### src/rtl/ivp_pkg.sv
package ivp_pkg;

    localparam logic [1:0] KIND_RAISE = 2'd0;
    localparam logic [1:0] KIND_ACK   = 2'd1;
    localparam logic [1:0] KIND_EOI   = 2'd2;

    localparam logic CFG_TASK_PRIORITY      = 1'b0;
    localparam logic CFG_CONTROLLER_ENABLED = 1'b1;

    localparam int CFG_W  = 8;
    localparam int WORD_W = 32;

    typedef struct packed {
        logic [1:0] kind;
        logic [7:0] vector;
        logic       level_triggered;
    } t_in_item;

    typedef struct packed {
        logic       newly_set;
        logic       eoi_done;
        logic [7:0] eoi_vector;
        logic       eoi_level;
        logic       pending_valid;
        logic [7:0] pending_vector;
        logic [7:0] processor_priority;
    } t_out_item;

    typedef struct packed {
        logic capture;
        logic apply;
        logic scan_start;
        logic scan;
        logic retire;
        logic result;
    } t_cmd;

    typedef struct packed {
        logic is_eoi;
        logic out_ready;
    } t_status;

    // highest set bit of a 32-bit word
    function automatic logic [4:0] top_bit(input logic [WORD_W-1:0] w);
        logic [4:0] idx;
        idx = 5'd0;
        for (int i = 0; i < WORD_W; i++) begin
            if (w[i]) begin
                idx = 5'(i);
            end
        end
        return idx;
    endfunction

endpackage

### src/rtl/ivp_ctrl.sv
module ivp_ctrl #(
    parameter int VECTOR_COUNT = 256
) (
    input  logic                 i_clk,
    input  logic                 i_rst_n,
    input  logic                 i_in_valid,
    output logic                 o_in_stall,
    input  ivp_pkg::t_status     i_status,
    output ivp_pkg::t_cmd        o_cmd,
    output logic [((((VECTOR_COUNT + 31) / 32) > 1) ?
                   $clog2((VECTOR_COUNT + 31) / 32) : 1) - 1:0] o_widx
);

    localparam int WORDS  = (VECTOR_COUNT + 31) / 32;
    localparam int WIDX_W = (WORDS > 1) ? $clog2(WORDS) : 1;

    localparam logic [2:0] S_IDLE   = 3'd0;
    localparam logic [2:0] S_APPLY  = 3'd1;
    localparam logic [2:0] S_SCAN   = 3'd2;
    localparam logic [2:0] S_RETIRE = 3'd3;
    localparam logic [2:0] S_RESULT = 3'd4;

    logic [2:0]        r_state, n_state;
    logic [WIDX_W-1:0] r_widx, n_widx;
    logic              r_eoi_phase, n_eoi_phase;

    always_comb begin
        n_state     = r_state;
        n_widx      = r_widx;
        n_eoi_phase = r_eoi_phase;
        o_cmd       = '0;
        unique case (r_state)
            S_IDLE: begin
                if (i_in_valid) begin
                    o_cmd.capture = 1'b1;
                    n_state       = S_APPLY;
                end
            end
            S_APPLY: begin
                o_cmd.apply      = 1'b1;
                o_cmd.scan_start = 1'b1;
                n_widx           = WIDX_W'(WORDS - 1);
                n_eoi_phase      = i_status.is_eoi;
                n_state          = S_SCAN;
            end
            S_SCAN: begin
                o_cmd.scan = 1'b1;
                if (r_widx == '0) begin
                    n_state = r_eoi_phase ? S_RETIRE : S_RESULT;
                end else begin
                    n_widx = r_widx - 1'b1;
                end
            end
            S_RETIRE: begin
                o_cmd.retire     = 1'b1;
                o_cmd.scan_start = 1'b1;
                n_widx           = WIDX_W'(WORDS - 1);
                n_eoi_phase      = 1'b0;
                n_state          = S_SCAN;
            end
            S_RESULT: begin
                o_cmd.result = 1'b1;
                if (i_status.out_ready) begin
                    n_state = S_IDLE;
                end
            end
            default: begin
                n_state = S_IDLE;
            end
        endcase
    end

    always_ff @(posedge i_clk) begin
        if (!i_rst_n) begin
            r_state     <= S_IDLE;
            r_widx      <= '0;
            r_eoi_phase <= 1'b0;
        end else begin
            r_state     <= n_state;
            r_widx      <= n_widx;
            r_eoi_phase <= n_eoi_phase;
        end
    end

    assign o_in_stall = (r_state != S_IDLE);
    assign o_widx     = r_widx;

`ifndef NO_ASSERTIONS
    a_scan_runs_down: assert property (@(posedge i_clk) disable iff (!i_rst_n)
        (r_state == S_SCAN) && (r_widx != '0) |=> (r_state == S_SCAN))
        else $error("scan left before word zero");

    a_retire_only_once: assert property (@(posedge i_clk) disable iff (!i_rst_n)
        (r_state == S_RETIRE) |=> !r_eoi_phase)
        else $error("second retire phase pending");
`endif

endmodule

### src/rtl/ivp_dp.sv
module ivp_dp #(
    parameter int VECTOR_COUNT = 256
) (
    input  logic                  i_clk,
    input  logic                  i_rst_n,
    input  ivp_pkg::t_cmd         i_cmd,
    output ivp_pkg::t_status      o_status,
    input  logic [((((VECTOR_COUNT + 31) / 32) > 1) ?
                   $clog2((VECTOR_COUNT + 31) / 32) : 1) - 1:0] i_widx,
    input  ivp_pkg::t_in_item     i_in_data,
    input  logic                  i_cfg_we,
    input  logic                  i_cfg_index,
    input  logic [ivp_pkg::CFG_W-1:0] i_cfg_data,
    output logic                  o_out_valid,
    input  logic                  i_out_stall,
    output ivp_pkg::t_out_item    o_out_data
);

    localparam int WORDS = (VECTOR_COUNT + 31) / 32;
    localparam int NBITS = WORDS * ivp_pkg::WORD_W;
    localparam int BIT_W = $clog2(NBITS);

    logic [NBITS-1:0]  r_irr, r_isr, r_tmr;
    logic [7:0]        r_tpr;
    logic              r_en;
    ivp_pkg::t_in_item r_item;
    logic              r_newly;
    logic              r_eoi_done, r_eoi_level;
    logic [7:0]        r_eoi_vec;
    logic              r_irr_found, r_isr_found;
    logic [7:0]        r_irr_vec, r_isr_vec;
    logic              r_out_valid;
    ivp_pkg::t_out_item r_out, n_out;

    logic [ivp_pkg::WORD_W-1:0] irr_word, isr_word;
    logic [BIT_W-1:0]  item_idx, isr_idx;
    logic              in_range;
    logic              out_ready;
    logic [7:0]        isrv;

    assign irr_word  = r_irr[{i_widx, 5'd0} +: ivp_pkg::WORD_W];
    assign isr_word  = r_isr[{i_widx, 5'd0} +: ivp_pkg::WORD_W];
    assign item_idx  = r_item.vector[BIT_W-1:0];
    assign isr_idx   = r_isr_vec[BIT_W-1:0];
    assign in_range  = ({1'b0, r_item.vector} < 9'(VECTOR_COUNT));
    assign out_ready = !r_out_valid || !i_out_stall;

    assign o_status.is_eoi    = (r_item.kind == ivp_pkg::KIND_EOI);
    assign o_status.out_ready = out_ready;

    always_ff @(posedge i_clk) begin
        if (!i_rst_n) begin
            r_tpr <= '0;
            r_en  <= 1'b0;
        end else if (i_cfg_we) begin
            unique case (i_cfg_index)
                ivp_pkg::CFG_TASK_PRIORITY:      r_tpr <= i_cfg_data;
                ivp_pkg::CFG_CONTROLLER_ENABLED: r_en  <= i_cfg_data[0];
                default: ;
            endcase
        end
    end

    always_ff @(posedge i_clk) begin
        if (i_cmd.capture) begin
            r_item <= i_in_data;
        end
    end

    always_ff @(posedge i_clk) begin
        if (!i_rst_n) begin
            r_irr       <= '0;
            r_isr       <= '0;
            r_tmr       <= '0;
            r_newly     <= 1'b0;
            r_eoi_done  <= 1'b0;
            r_eoi_level <= 1'b0;
            r_eoi_vec   <= '0;
            r_irr_found <= 1'b0;
            r_isr_found <= 1'b0;
            r_irr_vec   <= '0;
            r_isr_vec   <= '0;
        end else begin
            if (i_cmd.capture) begin
                r_newly     <= 1'b0;
                r_eoi_done  <= 1'b0;
                r_eoi_level <= 1'b0;
                r_eoi_vec   <= '0;
            end
            if (i_cmd.apply && in_range) begin
                if (r_item.kind == ivp_pkg::KIND_RAISE) begin
                    r_newly         <= !r_irr[item_idx];
                    r_irr[item_idx] <= 1'b1;
                    if (r_item.level_triggered) begin
                        r_tmr[item_idx] <= 1'b1;
                    end
                end else if (r_item.kind == ivp_pkg::KIND_ACK) begin
                    r_isr[item_idx] <= 1'b1;
                    r_irr[item_idx] <= 1'b0;
                end
            end
            if (i_cmd.retire && r_isr_found) begin
                r_isr[isr_idx] <= 1'b0;
                r_tmr[isr_idx] <= 1'b0;
                r_eoi_level    <= r_tmr[isr_idx];
                r_eoi_done     <= 1'b1;
                r_eoi_vec      <= r_isr_vec;
            end
            if (i_cmd.scan_start) begin
                r_irr_found <= 1'b0;
                r_isr_found <= 1'b0;
                r_irr_vec   <= '0;
                r_isr_vec   <= '0;
            end else if (i_cmd.scan) begin
                // words go from the top down, so the first hit is the highest
                if (!r_irr_found && (irr_word != '0)) begin
                    r_irr_found <= 1'b1;
                    r_irr_vec   <= 8'({i_widx, ivp_pkg::top_bit(irr_word)});
                end
                if (!r_isr_found && (isr_word != '0)) begin
                    r_isr_found <= 1'b1;
                    r_isr_vec   <= 8'({i_widx, ivp_pkg::top_bit(isr_word)});
                end
            end
        end
    end

    always_comb begin
        isrv = r_isr_found ? r_isr_vec : 8'd0;
        n_out = '0;
        n_out.newly_set  = r_newly;
        n_out.eoi_done   = r_eoi_done;
        n_out.eoi_vector = r_eoi_vec;
        n_out.eoi_level  = r_eoi_level;
        if (r_tpr[7:4] >= isrv[7:4]) begin
            n_out.processor_priority = r_tpr;
        end else begin
            n_out.processor_priority = {isrv[7:4], 4'h0};
        end
        if (r_en && r_irr_found && (isrv[7:4] < r_irr_vec[7:4])) begin
            n_out.pending_valid  = 1'b1;
            n_out.pending_vector = r_irr_vec;
        end
    end

    always_ff @(posedge i_clk) begin
        if (!i_rst_n) begin
            r_out_valid <= 1'b0;
        end else if (i_cmd.result && out_ready) begin
            r_out_valid <= 1'b1;
        end else if (!i_out_stall) begin
            r_out_valid <= 1'b0;
        end
    end

    always_ff @(posedge i_clk) begin
        if (i_cmd.result && out_ready) begin
            r_out <= n_out;
        end
    end

    assign o_out_valid = r_out_valid;
    assign o_out_data  = r_out;

`ifndef NO_ASSERTIONS
    a_retire_clears: assert property (@(posedge i_clk) disable iff (!i_rst_n)
        i_cmd.retire && r_isr_found |=> !r_isr[$past(isr_idx)] && !r_tmr[$past(isr_idx)])
        else $error("retired vector still in service");

    a_result_lands: assert property (@(posedge i_clk) disable iff (!i_rst_n)
        i_cmd.result && out_ready |=> r_out_valid)
        else $error("result transfer lost");

    a_no_pending_zero: assert property (@(posedge i_clk) disable iff (!i_rst_n)
        r_out_valid && !r_out.pending_valid |-> (r_out.pending_vector == 8'd0))
        else $error("pending vector without pending flag");

    a_eoi_fields: assert property (@(posedge i_clk) disable iff (!i_rst_n)
        r_out_valid && !r_out.eoi_done |-> (r_out.eoi_vector == 8'd0) && !r_out.eoi_level)
        else $error("eoi fields set without retire");
`endif

endmodule

### src/rtl/interrupt_vector_priority_core.sv
// Interrupt vector priority core: request, in-service and trigger-mode bitmaps.
// Input channel (i_in_valid / o_in_stall / i_in_data): one event per transfer,
// kind raise, acknowledge or end of interrupt. Output channel (o_out_valid /
// i_out_stall / o_out_data): exactly one result per event, in order.
// Config port: i_cfg_we, i_cfg_index (0 task priority, 1 enable), i_cfg_data;
// write only while no event is in flight.
// Each bitmap holds W = ceil(VECTOR_COUNT / 32) words. An event is applied and
// scanned once; an end of interrupt is then retired and scanned again (one scan
// to find the retired vector, one scan for the new status). Each scan is
// word-serial: one 32-bit word of both the request and in-service maps is
// priority encoded per cycle, top word first. o_in_stall holds off new events
// until the result of the current one has been loaded into the output register.
// A new event is taken while the previous result still waits in the output
// register; a stalled receiver holds the result and, once the next result is
// ready, holds the block in its result state.
// Reset (synchronous, i_rst_n low) clears all bitmaps, both config registers
// and the output valid.
module interrupt_vector_priority_core #(
    parameter int VECTOR_COUNT = 256
) (
    input  logic                      i_clk,
    input  logic                      i_rst_n,
    input  logic                      i_in_valid,
    output logic                      o_in_stall,
    input  ivp_pkg::t_in_item         i_in_data,
    output logic                      o_out_valid,
    input  logic                      i_out_stall,
    output ivp_pkg::t_out_item        o_out_data,
    input  logic                      i_cfg_we,
    input  logic                      i_cfg_index,
    input  logic [ivp_pkg::CFG_W-1:0] i_cfg_data
);

    localparam int WORDS  = (VECTOR_COUNT + 31) / 32;
    localparam int WIDX_W = (WORDS > 1) ? $clog2(WORDS) : 1;

    ivp_pkg::t_cmd     cmd;
    ivp_pkg::t_status  status;
    logic [WIDX_W-1:0] widx;

    ivp_ctrl #(
        .VECTOR_COUNT(VECTOR_COUNT)
    ) u_ctrl (
        .i_clk      (i_clk),
        .i_rst_n    (i_rst_n),
        .i_in_valid (i_in_valid),
        .o_in_stall (o_in_stall),
        .i_status   (status),
        .o_cmd      (cmd),
        .o_widx     (widx)
    );

    ivp_dp #(
        .VECTOR_COUNT(VECTOR_COUNT)
    ) u_dp (
        .i_clk       (i_clk),
        .i_rst_n     (i_rst_n),
        .i_cmd       (cmd),
        .o_status    (status),
        .i_widx      (widx),
        .i_in_data   (i_in_data),
        .i_cfg_we    (i_cfg_we),
        .i_cfg_index (i_cfg_index),
        .i_cfg_data  (i_cfg_data),
        .o_out_valid (o_out_valid),
        .i_out_stall (i_out_stall),
        .o_out_data  (o_out_data)
    );

endmodule

### config.mk
export PLATFORM = sky130hd
export DESIGN_NAME = interrupt_vector_priority_core
export DESIGN_NICKNAME = d
export VERILOG_FILES = /design/src/rtl/ivp_pkg.sv /design/src/rtl/ivp_ctrl.sv /design/src/rtl/ivp_dp.sv /design/src/rtl/interrupt_vector_priority_core.sv
export SDC_FILE = /design/constraint.sdc
export NUM_CORES = 2
export LEC_CHECK = 0
export ABC_AREA = 1
export BUFFER_PORTS_ARGS = -buffer_cell sky130_fd_sc_hd__buf_2
export CAP_MARGIN = 15
export CORE_UTILIZATION = 35
export DETAILED_ROUTE_END_ITERATION = 12
export GPL_ROUTABILITY_DRIVEN = 0
export SLEW_MARGIN = 20
export SYNTH_ARGS = -nofsm -noshare
export SYNTH_HDL_FRONTEND = slang
export SYNTH_SLANG_ARGS = --single-unit
### constraint.sdc
create_clock -name i_clk -period 3 [get_ports i_clk]
set_clock_uncertainty 0.1 [all_clocks]
set_input_delay 0.6 -clock i_clk [delete_from_list [all_inputs] [get_ports i_clk]]
set_output_delay 0.6 -clock i_clk [all_outputs]
set_load 0.01 [all_outputs]
==> results.md <==
- Largest net degree at the start of global routing: 124
- Vias in the first global route: 39,600
- Clk_lat worst skew: 0.70 ns
- Part of the cycle the worst path needs: 110%
- Critical path class: flop to flop
- Leak pwr: 17.4 nW
- Core Region: 112,000 um^2
- Clock Sink Count: 853
- Rows: 123
- Register area share after synthesis: 44.1%
- Ys async rst share: 0%
- Crit-path slowest cell: dfxtp_4
- Fin cells: 7,411
- IO buf count: 54
- First-pass GRT wire length: 258 mm
- Die area: 115,000 um^2
- Ys flop type: dfxtp_1
- Register bit total from synthesis: 853
- Cell area after synthesis: 39,600 um^2
- Yosys warns: 0
- # fillers: 11,400
- Critical path's most frequent cell: buf_4
- Leading cell type in the layout, fill and taps excluded: nor2_1
- Routed WL: 178 mm
- Net Sw Frac: 32.5%
- Largest area contributor in the netlist: dfxtp_1
- Cell Pwr Density: 638 nW/um^2
- Post-synth top area share: 41.1%
- Crit path DAT: 3.80 ns
- Reg power frac: 37.3%
- # IOs: 55
- Share of post-route cells with drive strength above 1: 14.1%
- Pint: 21.0 mW
- Total number of vias: 43,100
- Final Hold Vio Count: 0
- Failing checks: setup timing
- Clk slew on worst S/H paths: 0.06 ns
- Final WS setup: -0.308 ns
- Final nets: 5,871
- Hold slack: 0.0237 ns
- Residual DRC count: 0
- Worst-Margin Slew: 0.788 ns
- Most frequent cells in the layout: nor2_1 (1,249), dfxtp_1 (809), nand2_1 (783)
- Die Span X: 338 um
- RSZ-0062 raised after global routing: yes
- TritonCTS buffer count: 92
- Avg Cell Area, Syn: 7.07 um^2
- MaxCap Viol Count: 0
- Post-synth EDFFs: 39
- Worst setup EP type: flop
- Worst path cell trace: buf_12 > buf_4 > buf_4 > clkbuf_16 > o21ai_0 > o21ai_0 > nand2_1 > nand2_1 > a21oi_4 > nand3_2 > nor2_1 > buf_4 > nand2_2 > o41ai_2 > buf_4 > nor2_4 > buf_4 > o21ai_1 > a21oi_1
- Status: finished with violations
- WP buf/inv: 7
- Syn Nets: 5,640
- HP Class: input port to flop
- Antenna viol nets, final: 0
- Max IR drop VDD: 0.000401 V
- Clock buffer depth: 3
- Starting density of the core: 35.3%
- Top Family by Delay on Critical Path: buffers and inverters
- Syn Inst Count: 5,606
- CTS H-Tree Depth: 3
- CP Max Fanout: 19
- Avg Vias per Cell: 5.82
- Top cells by area, synth: dfxtp_1 (41%), nor2_1 (12%), nand2_1 (7.7%)
- Slew Viols, Final: 0
- Netlist cell types: 39
- Final setup viols: 12
- CTS tree: done
- Detailed Place HPWL: 120 mm
- Die height: 338 um
- Logic pwr share: 25.1%
- Initial DRC Count: 5,981
- CP peak stage delay: 0.37 ns
- Util after Layout: 43.3%
- Critical Path RT: 3.49 ns
- Pre-antenna DRT Iters: 6
- Root buf cell: clkbuf_16
- Initial antenna violation count: 5
- DR WL/cell: 24.0 um
- CP startpoint kind: flop
- Fmax: 302 MHz
- Max_slew headroom: 47.4%
- Min Tclk post-route: 3.31 ns
- Tot GR Track Use: 29.6%
- Placed cell count: 7,172
- Area growth from synthesis to layout: 22.9%
- Sw power: 10.1 mW
- Clock network fraction of total power: 37.6%
- GR Overflow Total: 0
[metal layers]
layer | GRT usage (%) | vias to the layer above | part of all wire, %
li1 | - | 19600 | -
met1 | 38.7 | 20100 | 39
met2 | 44.9 | 2824 | 43
met3 | 6.78 | 581 | 12
met4 | 16.4 | 6 | 5.9
met5 | 0 | - | 0.029
[power groups by stage]
stage / Sequential, mW / Combinational [mW] / Clock [mW]
after floorplan: 11.8 / 3.32 / 0
after global placement: 11.8 / 6.54 / 0
after detailed placement: 11.8 / 6.55 / 0
after CTS: 11.6 / 7.03 / 11.7
after global routing: 11.6 / 8.05 / 12.2
final: 11.6 / 7.79 / 11.7
[cell usage after synthesis, types with 7 or more instances]
cell type	count
nand2_1	809
clkinv_1	7
a22o_1	14
edfxtp_1	39
a221oi_1	15
o21ai_1	26
a22oi_1	155
a211oi_1	174
a21oi_1	585
dfxtp_1	814
buf_6	22
nor2_1	1273
ha_1	9
clkbuf_1	297
o21ai_0	397
nand4_1	22
nor4_1	76
buf_4	13
nor3_1	91
o221ai_1	102
buf_1	37
nand3_1	201
buf_2	46
a31oi_1	27
inv_1	320
o22ai_1	8
[through the flow]
| step | total power, mW | setup TNS [ns] | instance area [um^2] | setup WS [ns] |
|---|---|---|---|---|
| detailed placement | 18.4 | -4.52 | 44100 | -0.379 |
| floorplan | 15.1 | 0 | 39600 | 0.336 |
| global route | 31.9 | -4.14 | 48700 | -0.465 |
| CTS | 30.3 | -0.368 | 47900 | -0.129 |
| global placement | 18.4 | -4.01 | 44100 | -0.349 |
| finish | 31.0 | -2.35 | 48700 | -0.308 |
[worst paths after layout]
check / from / cells after the start / end / slack [ns]
setup / recovery: u_ctrl.o_widx[0] / 19 / u_dp.r_irr_vec[4] / -0.31
hold / removal: i_cfg_data[6] / 3 / u_dp.r_tpr[6] / 0.02
setup reg to reg: u_ctrl.o_widx[0] / 19 / u_dp.r_irr_vec[4] / -0.31
hold reg to reg: u_dp.r_eoi_vec[6] / 0 / u_dp.o_out_data[24] / 0.33
[area by class of cell]
type | instances | area, um^2 | share of cell area (%)
well taps | 1500 | 1880 | 3.86
multi-input cells | 4009 | 19700 | 40.5
clock inverters | 34 | 364 | 0.748
inverters | 330 | 1290 | 2.64
flip-flops and latches | 853 | 17500 | 35.9
repair buffers | 551 | 5290 | 10.9
clock buffers | 133 | 2660 | 5.46
diodes | 1 | 2.50 | 0.00514
[kinds of logic after synthesis]
group | count (synthesis) | synth area share, %
mux | 2 | 0.0505
flops | 853 | 44.1
compound gates | 1517 | 22.7
simple gates | 2480 | 25.1
buf+inv | 745 | 7.74
fa+ha+maj | 9 | 0.284
[timing repair]
item | CTS | global route
endpoints found under the setup margin | 20 | 20
buffers inserted | 27 | 23
cloned | 5 | 7
hold endpoints to repair | 9 | 0
hold buffers | 9 | 0
resized for setup | 78 | 124
pin swaps | 11 | 44
[worst register-to-register path, stage by stage, from the launching register on]
cell       delay (ns)
dfxtp_4          0.37
buf_12           0.15
buf_4            0.19
buf_4            0.17
clkbuf_16        0.19
o21ai_0          0.25
o21ai_0          0.13
nand2_1          0.07
nand2_1          0.13
a21oi_4          0.19
nand3_2          0.11
nor2_1           0.11
buf_4            0.15
nand2_2          0.07
o41ai_2          0.21
buf_4            0.20
nor2_4           0.07
buf_4            0.16
o21ai_1          0.11
a21oi_1          0.05
Note: power is estimated with default switching activity, not from simulation.
